### config.mk
export PLATFORM = sky130hd
export DESIGN_NAME = can_signal_pack_unpack
export DESIGN_NICKNAME = d
export VERILOG_FILES = /design/src/sv/csp_pkg.sv /design/src/sv/csp_geom.sv /design/src/sv/csp_field.sv /design/src/sv/can_signal_pack_unpack.sv
export SDC_FILE = /design/constraint.sdc
export NUM_CORES = 2
export LEC_CHECK = 0
export BUFFER_PORTS_ARGS = -buffer_cell sky130_fd_sc_hd__buf_4
export CORE_MARGIN = 3
export CORE_UTILIZATION = 50
export CTS_CLUSTER_DIAMETER = 60
export CTS_CLUSTER_SIZE = 12
export DETAILED_ROUTE_END_ITERATION = 12
export HOLD_SLACK_MARGIN = 0.12
export MAX_ROUTING_LAYER = met4
export PLACE_DENSITY = 0.74
export SLEW_MARGIN = 20
export SYNTH_ARGS = -nofsm -noshare
export SYNTH_HDL_FRONTEND = slang
export SYNTH_SLANG_ARGS = --single-unit
### constraint.sdc
create_clock -name i_clk -period 7.15 [get_ports i_clk]
set_clock_uncertainty 0.15 [all_clocks]
set_input_delay 0.3575 -clock i_clk [delete_from_list [all_inputs] [get_ports i_clk]]
set_output_delay 0.3575 -clock i_clk [all_outputs]
set_load 0.03 [all_outputs]
### src/sv/csp_pkg.sv
// Shared types, constants and helpers for the CAN signal pack/unpack block.
package csp_pkg;

    // Payload geometry
    localparam int unsigned PAYLOAD_BYTES = 8;
    localparam int unsigned PAYLOAD_BITS  = 8 * PAYLOAD_BYTES;
    localparam int unsigned W_FRAME       = 64;
    localparam int unsigned W_START       = 6;
    localparam int unsigned W_LEN         = 7;

    // Operation codes
    typedef enum logic {
        KIND_EXTRACT = 1'b0,
        KIND_INSERT  = 1'b1
    } t_kind;

    // One accepted command, as held in the input register
    typedef struct packed {
        t_kind                kind;
        logic [W_FRAME-1:0]   frame_data;
        logic [W_START-1:0]   sig_start;
        logic [W_LEN-1:0]     sig_len;
        logic                 big_endian;
        logic                 is_signed;
        logic [W_FRAME-1:0]   value_in;
    } t_item;

    // Signal geometry and clipped insert value, passed to the field stage
    typedef struct packed {
        t_kind                kind;
        logic                 big_endian;
        logic                 sign_ext;
        logic                 range_error;
        logic                 saturated;
        logic [W_FRAME-1:0]   frame;
        logic [W_FRAME-1:0]   word;
        logic [W_FRAME-1:0]   mask;
        logic [W_FRAME-1:0]   ins_raw;
        logic [W_START-1:0]   shift;
    } t_stage;

    // Reverse the byte order of a 64-bit word
    function automatic logic [W_FRAME-1:0] swap_bytes(input logic [W_FRAME-1:0] x);
        logic [W_FRAME-1:0] r;
        r = '0;
        for (int k = 0; k < 8; k++) begin
            r[8*k +: 8] = x[8*(7-k) +: 8];
        end
        return r;
    endfunction

endpackage

### src/sv/csp_geom.sv
// Geometry stage: stream position, range check, mask, shift and insert saturation.
module csp_geom #(
    parameter int unsigned P_PAYLOAD_BYTES = csp_pkg::PAYLOAD_BYTES
) (
    input  logic            i_clk,
    input  logic            i_rst_n,
    input  logic            i_valid,
    input  csp_pkg::t_item  i_item,
    output logic            o_valid,
    output csp_pkg::t_stage o_stage
);
    import csp_pkg::*;

    logic [W_START-1:0] pos;
    logic [7:0]         span;
    logic [W_START-1:0] mask_gap;
    logic [W_START-1:0] mot_shift;
    logic               rerr;
    logic [W_FRAME-1:0] mask;
    logic [W_FRAME-1:0] hi;
    logic [W_FRAME-1:0] lo;
    logic [W_FRAME-1:0] raw;
    logic               clip;
    t_stage             n_stage;
    logic               r_valid;
    t_stage             r_stage;

    // Locate the first stream bit; Motorola numbering runs MSB-first in each byte
    always_comb begin
        pos = i_item.big_endian ? {i_item.sig_start[5:3], ~i_item.sig_start[2:0]}
                                : i_item.sig_start;
        span      = {2'b00, pos} + {1'b0, i_item.sig_len};
        rerr      = (i_item.sig_len == '0) || (i_item.sig_len > W_LEN'(64))
                    || (span > 8'(8 * P_PAYLOAD_BYTES));
        mask_gap  = W_START'(W_LEN'(64) - i_item.sig_len);
        mask      = {W_FRAME{1'b1}} >> mask_gap;
        mot_shift = W_START'(8'd64 - span);
    end

    // Clip the insert value to the signal's range
    always_comb begin
        hi   = mask >> 1;
        lo   = ~hi;
        raw  = i_item.value_in;
        clip = 1'b0;
        if (i_item.is_signed) begin
            if ($signed(i_item.value_in) < $signed(lo)) begin
                raw  = lo;
                clip = 1'b1;
            end else if ($signed(i_item.value_in) > $signed(hi)) begin
                raw  = hi;
                clip = 1'b1;
            end
        end else begin
            if (i_item.value_in[W_FRAME-1]) begin
                raw  = '0;
                clip = 1'b1;
            end else if (i_item.value_in > mask) begin
                raw  = mask;
                clip = 1'b1;
            end
        end
    end

    // Assemble the stage word
    always_comb begin
        n_stage.kind        = i_item.kind;
        n_stage.big_endian  = i_item.big_endian;
        n_stage.sign_ext    = i_item.is_signed;
        n_stage.range_error = rerr;
        n_stage.saturated   = clip && !rerr && (i_item.kind == KIND_INSERT);
        n_stage.frame       = i_item.frame_data;
        n_stage.word        = i_item.big_endian ? swap_bytes(i_item.frame_data)
                                                : i_item.frame_data;
        n_stage.mask        = mask;
        n_stage.ins_raw     = raw & mask;
        n_stage.shift       = i_item.big_endian ? mot_shift : pos;
    end

    // Hold the stage register
    always_ff @(posedge i_clk) begin
        if (!i_rst_n) begin
            r_valid <= 1'b0;
        end else begin
            r_valid <= i_valid;
        end
        r_stage <= n_stage;
    end

    assign o_valid = r_valid;
    assign o_stage = r_stage;

endmodule

### src/sv/csp_field.sv
// Field stage: extract with sign extension or insert into the payload, result register.
module csp_field (
    input  logic                        i_clk,
    input  logic                        i_rst_n,
    input  logic                        i_valid,
    input  csp_pkg::t_stage             i_stage,
    output logic                        o_done,
    output logic [csp_pkg::W_FRAME-1:0] o_frame_out,
    output logic [csp_pkg::W_FRAME-1:0] o_value_out,
    output logic                        o_saturated,
    output logic                        o_range_error
);
    import csp_pkg::*;

    logic [W_FRAME-1:0] field;
    logic               field_msb;
    logic [W_FRAME-1:0] ext;
    logic [W_FRAME-1:0] ins_word;
    logic [W_FRAME-1:0] n_frame;
    logic [W_FRAME-1:0] n_value;
    logic               r_done;
    logic [W_FRAME-1:0] r_frame;
    logic [W_FRAME-1:0] r_value;
    logic               r_sat;
    logic               r_rerr;

    // Extract the field and sign-extend signed fields from their top bit
    always_comb begin
        field     = (i_stage.word >> i_stage.shift) & i_stage.mask;
        field_msb = |(field & (i_stage.mask ^ (i_stage.mask >> 1)));
        ext       = (i_stage.sign_ext && field_msb) ? (field | ~i_stage.mask) : field;
    end

    // Overwrite the field bits and restore byte order
    always_comb begin
        ins_word = (i_stage.word & ~(i_stage.mask << i_stage.shift))
                   | (i_stage.ins_raw << i_stage.shift);
        n_frame  = i_stage.frame;
        n_value  = '0;
        if (!i_stage.range_error) begin
            unique case (i_stage.kind)
                KIND_EXTRACT: n_value = ext;
                KIND_INSERT:  n_frame = i_stage.big_endian ? swap_bytes(ins_word) : ins_word;
                default:      n_value = '0;
            endcase
        end
    end

    // Hold the result register
    always_ff @(posedge i_clk) begin
        if (!i_rst_n) begin
            r_done <= 1'b0;
        end else begin
            r_done <= i_valid;
        end
        r_frame <= n_frame;
        r_value <= n_value;
        r_sat   <= i_stage.saturated;
        r_rerr  <= i_stage.range_error;
    end

    assign o_done        = r_done;
    assign o_frame_out   = r_frame;
    assign o_value_out   = r_value;
    assign o_saturated   = r_sat;
    assign o_range_error = r_rerr;

endmodule

### src/sv/can_signal_pack_unpack.sv
// Top level of the CAN signal pack/unpack block: input register and the two stages.
//
//  Channel   Handshake                  Payload
//  command   start (busy low)           i_kind, i_frame_data, i_sig_start, i_sig_len,
//                                       i_big_endian, i_is_signed, i_value_in
//  result    o_done (one-cycle strobe)  o_frame_out, o_value_out, o_saturated,
//                                       o_range_error
//
//  One command per cycle; busy stays low. A transfer taken at one edge passes the input
//  register, the geometry/saturation register and the result register, which drives
//  o_done and the result outputs.
//  Synchronous active-low reset clears the valid bits of all three registers.
//  The receiver cannot stall: each result is shown for one cycle only.
module can_signal_pack_unpack #(
    parameter int unsigned P_PAYLOAD_BYTES = csp_pkg::PAYLOAD_BYTES
) (
    input  logic                        i_clk,
    input  logic                        i_rst_n,
    input  logic                        start,
    output logic                        busy,
    input  logic                        i_kind,
    input  logic [csp_pkg::W_FRAME-1:0] i_frame_data,
    input  logic [csp_pkg::W_START-1:0] i_sig_start,
    input  logic [csp_pkg::W_LEN-1:0]   i_sig_len,
    input  logic                        i_big_endian,
    input  logic                        i_is_signed,
    input  logic [csp_pkg::W_FRAME-1:0] i_value_in,
    output logic                        o_done,
    output logic [csp_pkg::W_FRAME-1:0] o_frame_out,
    output logic [csp_pkg::W_FRAME-1:0] o_value_out,
    output logic                        o_saturated,
    output logic                        o_range_error
);
    import csp_pkg::*;

    logic   r_in_valid;
    t_item  r_item;
    t_item  n_item;
    logic   geom_valid;
    t_stage geom_stage;

    // Every cycle is free for a new transfer
    assign busy = 1'b0;

    always_comb begin
        n_item.kind       = t_kind'(i_kind);
        n_item.frame_data = i_frame_data;
        n_item.sig_start  = i_sig_start;
        n_item.sig_len    = i_sig_len;
        n_item.big_endian = i_big_endian;
        n_item.is_signed  = i_is_signed;
        n_item.value_in   = i_value_in;
    end

    // Capture the command
    always_ff @(posedge i_clk) begin
        if (!i_rst_n) begin
            r_in_valid <= 1'b0;
        end else begin
            r_in_valid <= start && !busy;
        end
        r_item <= n_item;
    end

    csp_geom #(
        .P_PAYLOAD_BYTES (P_PAYLOAD_BYTES)
    ) u_geom (
        .i_clk   (i_clk),
        .i_rst_n (i_rst_n),
        .i_valid (r_in_valid),
        .i_item  (r_item),
        .o_valid (geom_valid),
        .o_stage (geom_stage)
    );

    csp_field u_field (
        .i_clk         (i_clk),
        .i_rst_n       (i_rst_n),
        .i_valid       (geom_valid),
        .i_stage       (geom_stage),
        .o_done        (o_done),
        .o_frame_out   (o_frame_out),
        .o_value_out   (o_value_out),
        .o_saturated   (o_saturated),
        .o_range_error (o_range_error)
    );

endmodule
* Word level (Yosys, flattened, before mapping) *
Index checks and enable logic that the tools add are counted.

word-level totals
  output and inout bits = 132
  register bits = 544
  logic and storage cells = 73

operators by class
  bitwise operators = 11
  shift-type cells = 4
  $add $sub $neg = 3
  order comparisons = 5
  mux-type cells = 17
  reductions and logical operators = 9

operators by type and width
  kind                     number
  $mux W64                 10
  $and A64 B64 Y64         4
  $gt A64 B64 Y1           2
  $not A64 Y64             2
  $or A64 B64 Y64          2
  $shl A64 B6 Y64          2
  $lt A64 B64 Y1           1
  $not A63 Y64             1
  $reduce_or A64 Y1        1
  $shr A64 B6 Y64          1
  $shr A64 B6 Y64 const A  1
  $xor A64 B63 Y64         1
  $sub A1 B6 Y6 const A    2
  $add A6 B7 Y8            1
  $gt A8 B7 Y1 const B     1
  $gt A7 B7 Y1 const B     1
  $logic_not A7 Y1         1
  $mux W6                  1
  $mux W1                  5
  $logic_and A1 B1 Y1      3
  $mux W3                  1
  $not A3 Y3               1
  $logic_or A1 B1 Y1       2
  $reduce_or A2 Y1         1
  $logic_not A1 Y1         1

* Depth between registers and ports, before layout *
  depth after elaboration = 8
  gate-level depth with buffers = 26
  gate-level depth less buffers = 21

* By module *
Synthesis repeated with hierarchy kept, for this count alone.

second synthesis, totals
  cell total of the unflattened synthesis = 3863
  area, all modules = 35529.1 µm²

by module, submodules not included
  module                  cells an instance  seq. area each (µm²)  times used  area an instance (µm²)
  csp_field               2174               2622.5                1           18114.9
  csp_geom                1541               5345.1                1           14493.9
  can_signal_pack_unpack  148                2902.8                1           2920.3

* Worst setup path after synthesis *
No wires, ideal clock.

  path kind = flip-flop to flip-flop
  start point = reg r_item[70] (netlist name)
  end point = reg u_geom.r_stage (netlist bit u_geom.o_stage[8])
  setup time = 122 ps
  slack = 1146 ps
  arrival time = 5733 ps
  data required time = 6878 ps
  period minus slack after synthesis = 6004 ps
  cell stages (with the launch flop) = 25
  cell sequence = dfxtp_1 -> clkbuf_1 -> or3_1 -> or4_1 -> and2_1 -> buf_2 -> inv_1 -> clkbuf_1 -> nand2_1 -> nor2_1 -> inv_1 -> nor2_1 -> inv_1 -> ha_1 -> nor4_1 -> nand4_1 -> or3b_2 -> or4_1 -> a31o_2 -> o31ai_1 -> nor2_1 -> clkbuf_1 -> nor3_2 -> nor2_1 -> o311a_1

RTL lines
  element                 RTL line                      text
  start, declared         can_signal_pack_unpack.sv:37  t_item r_item;
  start signal, assigned  can_signal_pack_unpack.sv:62  r_item <= n_item;
  end signal, assigned    csp_geom.sv:87                r_stage <= n_stage;
  end, declared           csp_geom.sv:26                t_stage r_stage;

==> run metrics <==
count of flip-flops with a built-in enable after synthesis 0; crit-path max FO 37; setup repair after global routing missed its margin false; achievable frequency 0.1477 GHz; via count of the first global-routing pass 36740; worst relative slew slack 0.1448; antenna violations before repair 11; Die Y 277.8 um; count of yosys warnings during synthesis 0; critical path data required time 7.59 ns; Ports between 200 and 300; Mapped Nets 4433; leakage dissipation 17.96 nW; register area share after synthesis 0.2943; count of cells along the worst register-to-register path 22; routed length per placed instance 34.89 um; Slew Viols, Final 0; post-synthesis sequential element count approximately 540; portion of the clock cycle consumed by the worst path in the final layout 0.9467; maximum number of pins on one net before global-route repair 100; leading cell type in the layout, fill and taps excluded sky130_fd_sc_hd__nand2_1; sum of net half-perimeters after detailed placement 139200 um; count of unresolved DRC violations after routing 0; number of distinct library cell variants in the gate-level netlist after synthesis 88; sinks on the clock net between 500 and 600; worst hold path class in2reg; setup bufs post-CTS 0; post-synth design cell area 0.03693 mm2; final estimated routing congestion in global placement 1.081; overall routed net length 188600 um; number of violations of the max-capacitance limit 0; Min-Delay Path Depth 2; fraction of final layout cells with drive strength greater than 1 0.2191; Syn-to-layout area delta 17.49%; number of standard-cell rows in the floorplan 99; worst path setup slack after routing 0.3809 ns; post-synthesis instance total roughly 4000; residual overflow from global routing 0; buffers from clock root to sink, at most 3; TritonCTS clock tree built; minimum period implied by the final worst setup slack 6.769 ns; clk slew on worst S/H paths roughly 0.060 ns; run status finished clean; number of filler cells placed in the layout 6284; Total Routing Usage GR 0.4854; Vias per Instance between 7 and 8; core box area between 0.07 and 0.08 mm2; vias after detailed routing ~38000; WS Path Type reg2reg; Final setup viols 0; number of detailed-route iterations in the first pass 9; number of buffers created by CTS 56; leading cell types in the layout, fill and taps excluded sky130_fd_sc_hd__nand2_1, sky130_fd_sc_hd__dfxtp_1, sky130_fd_sc_hd__buf_4, sky130_fd_sc_hd__o21ai_0, sky130_fd_sc_hd__a21oi_1; largest vdd supply drop 0.3059 mV; Multi-input gate area 0.02415 mm2; setup TNS 0 ns; Startpoint Class flip-flop; CTS H-tree depth 2; number of hold violations in the final report 0; share of flip-flops with an asynchronous set or reset after synthesis 0; critical path data arrival time ~7.2 ns; FF+latch area 0.01090 mm2; transition time of the tightest slew-check pin 1.281 ns; synthesized area divided by synthesized cell count 9.045 um2; Cell Pwr Density 302.5 mW/mm2; element type at the critical path end flip-flop; width of the die around 280 um; die outline area 0.07716 mm2; insertion delay of the later-clocked pin in the worst-skew pair ~0.69 ns; pre-CTS setup slack 0.6927 ns; Routed Antenna Nets 0; clock root cell sky130_fd_sc_hd__clkbuf_16; wire length of the first global-routing pass 264100 um; number of nets in the finished design 4761; count of buffers from port buffering 277; Starting DRT DRC Count 6422; Total Power Consumption ~13 mW; initial core utilization 0.5053; Main synth FF type sky130_fd_sc_hd__dfxtp_1
critical path, stage by stage, from the launching register on:
cell	delay (ns)
sky130_fd_sc_hd__dfxtp_1	0.36
sky130_fd_sc_hd__inv_1	0.15
sky130_fd_sc_hd__ha_1	0.23
sky130_fd_sc_hd__inv_1	0.07
sky130_fd_sc_hd__or3_1	0.42
sky130_fd_sc_hd__xnor2_1	0.49
sky130_fd_sc_hd__nand2_1	0.22
sky130_fd_sc_hd__nor2_1	0.45
sky130_fd_sc_hd__inv_1	0.21
sky130_fd_sc_hd__nor2_1	0.39
sky130_fd_sc_hd__inv_1	0.16
sky130_fd_sc_hd__ha_1	0.35
sky130_fd_sc_hd__nand4_1	0.14
sky130_fd_sc_hd__nor3_2	0.50
sky130_fd_sc_hd__nand3_1	0.19
sky130_fd_sc_hd__nor4_1	0.52
sky130_fd_sc_hd__o21ai_0	0.18
sky130_fd_sc_hd__a211oi_1	0.27
sky130_fd_sc_hd__o21a_1	0.19
sky130_fd_sc_hd__and2_1	0.42
sky130_fd_sc_hd__buf_12	0.29
sky130_fd_sc_hd__o22ai_1	0.11
sky130_fd_sc_hd__a21oi_1	0.21
through the flow:
step | area, um2 | util | hold WS [ns] | std cells
CTS | 43330 | 0.5929 | 0.1585 | 5388
global placement | 40160 | 0.5495 | 0.1978 | 5162
finish | 43390 | 0.5937 | 0.1674 | 5405
detailed placement | 40160 | 0.5495 | 0.2020 | 5162
global route | 43370 | 0.5934 | 0.1684 | 5397
floorplan | 36930 | - | 0.1596 | 4083
state kept, by name, summed over array words and instances (netlist names):
signal / count
u_geom.o_stage: 266
r_item: 144
u_field.o_frame_out: 64
u_field.o_value_out: 64
r_in_valid: 1
u_field.o_done: 1
u_field.o_range_error: 1
u_field.o_saturated: 1
u_geom.o_valid: 1
cells in the mapped netlist (54+ instances only):
cell                         n  area [um2]
sky130_fd_sc_hd__nor2_1    227       852.1
sky130_fd_sc_hd__buf_2      64       320.3
sky130_fd_sc_hd__o22ai_1    76       475.5
sky130_fd_sc_hd__nand3_1   112       560.5
sky130_fd_sc_hd__mux4_2    217        4887
sky130_fd_sc_hd__nand2_1   558        2095
sky130_fd_sc_hd__clkbuf_1  177       664.4
sky130_fd_sc_hd__dfxtp_1   543       10870
sky130_fd_sc_hd__a31oi_1    55       344.1
sky130_fd_sc_hd__a21oi_1   224        1121
sky130_fd_sc_hd__inv_1     118       442.9
sky130_fd_sc_hd__ha_1      202        2527
sky130_fd_sc_hd__o211ai_1   54       405.4
sky130_fd_sc_hd__mux2_2    181        2038
sky130_fd_sc_hd__mux2i_1   215        2152
sky130_fd_sc_hd__o21ai_0   292        1461
cell type report:
type / count / area share
antenna: 14 / 0.0008074
clock buffer: 65 / 0.03400
clock inverter: 14 / 0.005277
inverter: 124 / 0.01084
multi-input combinational: 3094 / 0.5566
sequential: 543 / 0.2512
tap: 959 / 0.02765
timing repair buffer: 592 / 0.1137
logic make-up (layout without fill, tap and decap cells):
family                     Yosys count  in the layout  share of synthesized area
adders and majority gates          203            203                    0.06898
muxes                              614            614                     0.2464
and+or+nand+nor                   1188           1188                     0.1467
buffers and inverters              446            795                    0.05268
AOI/OAI and AO/OA                 1070           1070                     0.1865
DFF                                543            543                     0.2943
xor gates and xnor gates            18             18                   0.004269
other                                1             15                  0.0001015
worst paths after layout:
check                                   from                  end  slack [ns]
worst max-delay path              r_item[67]   u_geom.o_stage[57]        0.38
worst min-delay path            i_sig_len[2]           r_item[68]        0.17
worst max register to register    r_item[67]   u_geom.o_stage[57]        0.38
worst min register to register    r_item[92]  u_geom.o_stage[211]        0.18
layer usage:
metal	GRT usage	vias up	share of wire	wire length, um
met5	-	-	0	0
met4	0.3628	0	0.097	18200
met3	0.1501	921	0.12	23200
met2	0.7104	3113	0.43	80940
met1	0.5587	18430	0.35	66270
li1	-	15890	-	-
where the power goes:
part / total [mW] / internal [mW] / leakage [nW] / switching [mW]
Sequential: 3.81 / 3.28 / 4.55 / 0.529
Clock: 2.87 / 1.57 / 0.830 / 1.30
Combinational: 6.44 / 2.33 / 12.6 / 4.12
Total: 13.1 / 7.18 / 18.0 / 5.95
timing repair:
| item | 4_1_cts | 5_1_grt |
|---|---|---|
| hold buffers | 147 | 0 |
| resized for setup | 0 | 1 |
| endpoints found under the setup margin | 0 | 37 |
| hold endpoints to repair | 147 | 0 |
Power figures use the tool's default switching activity.
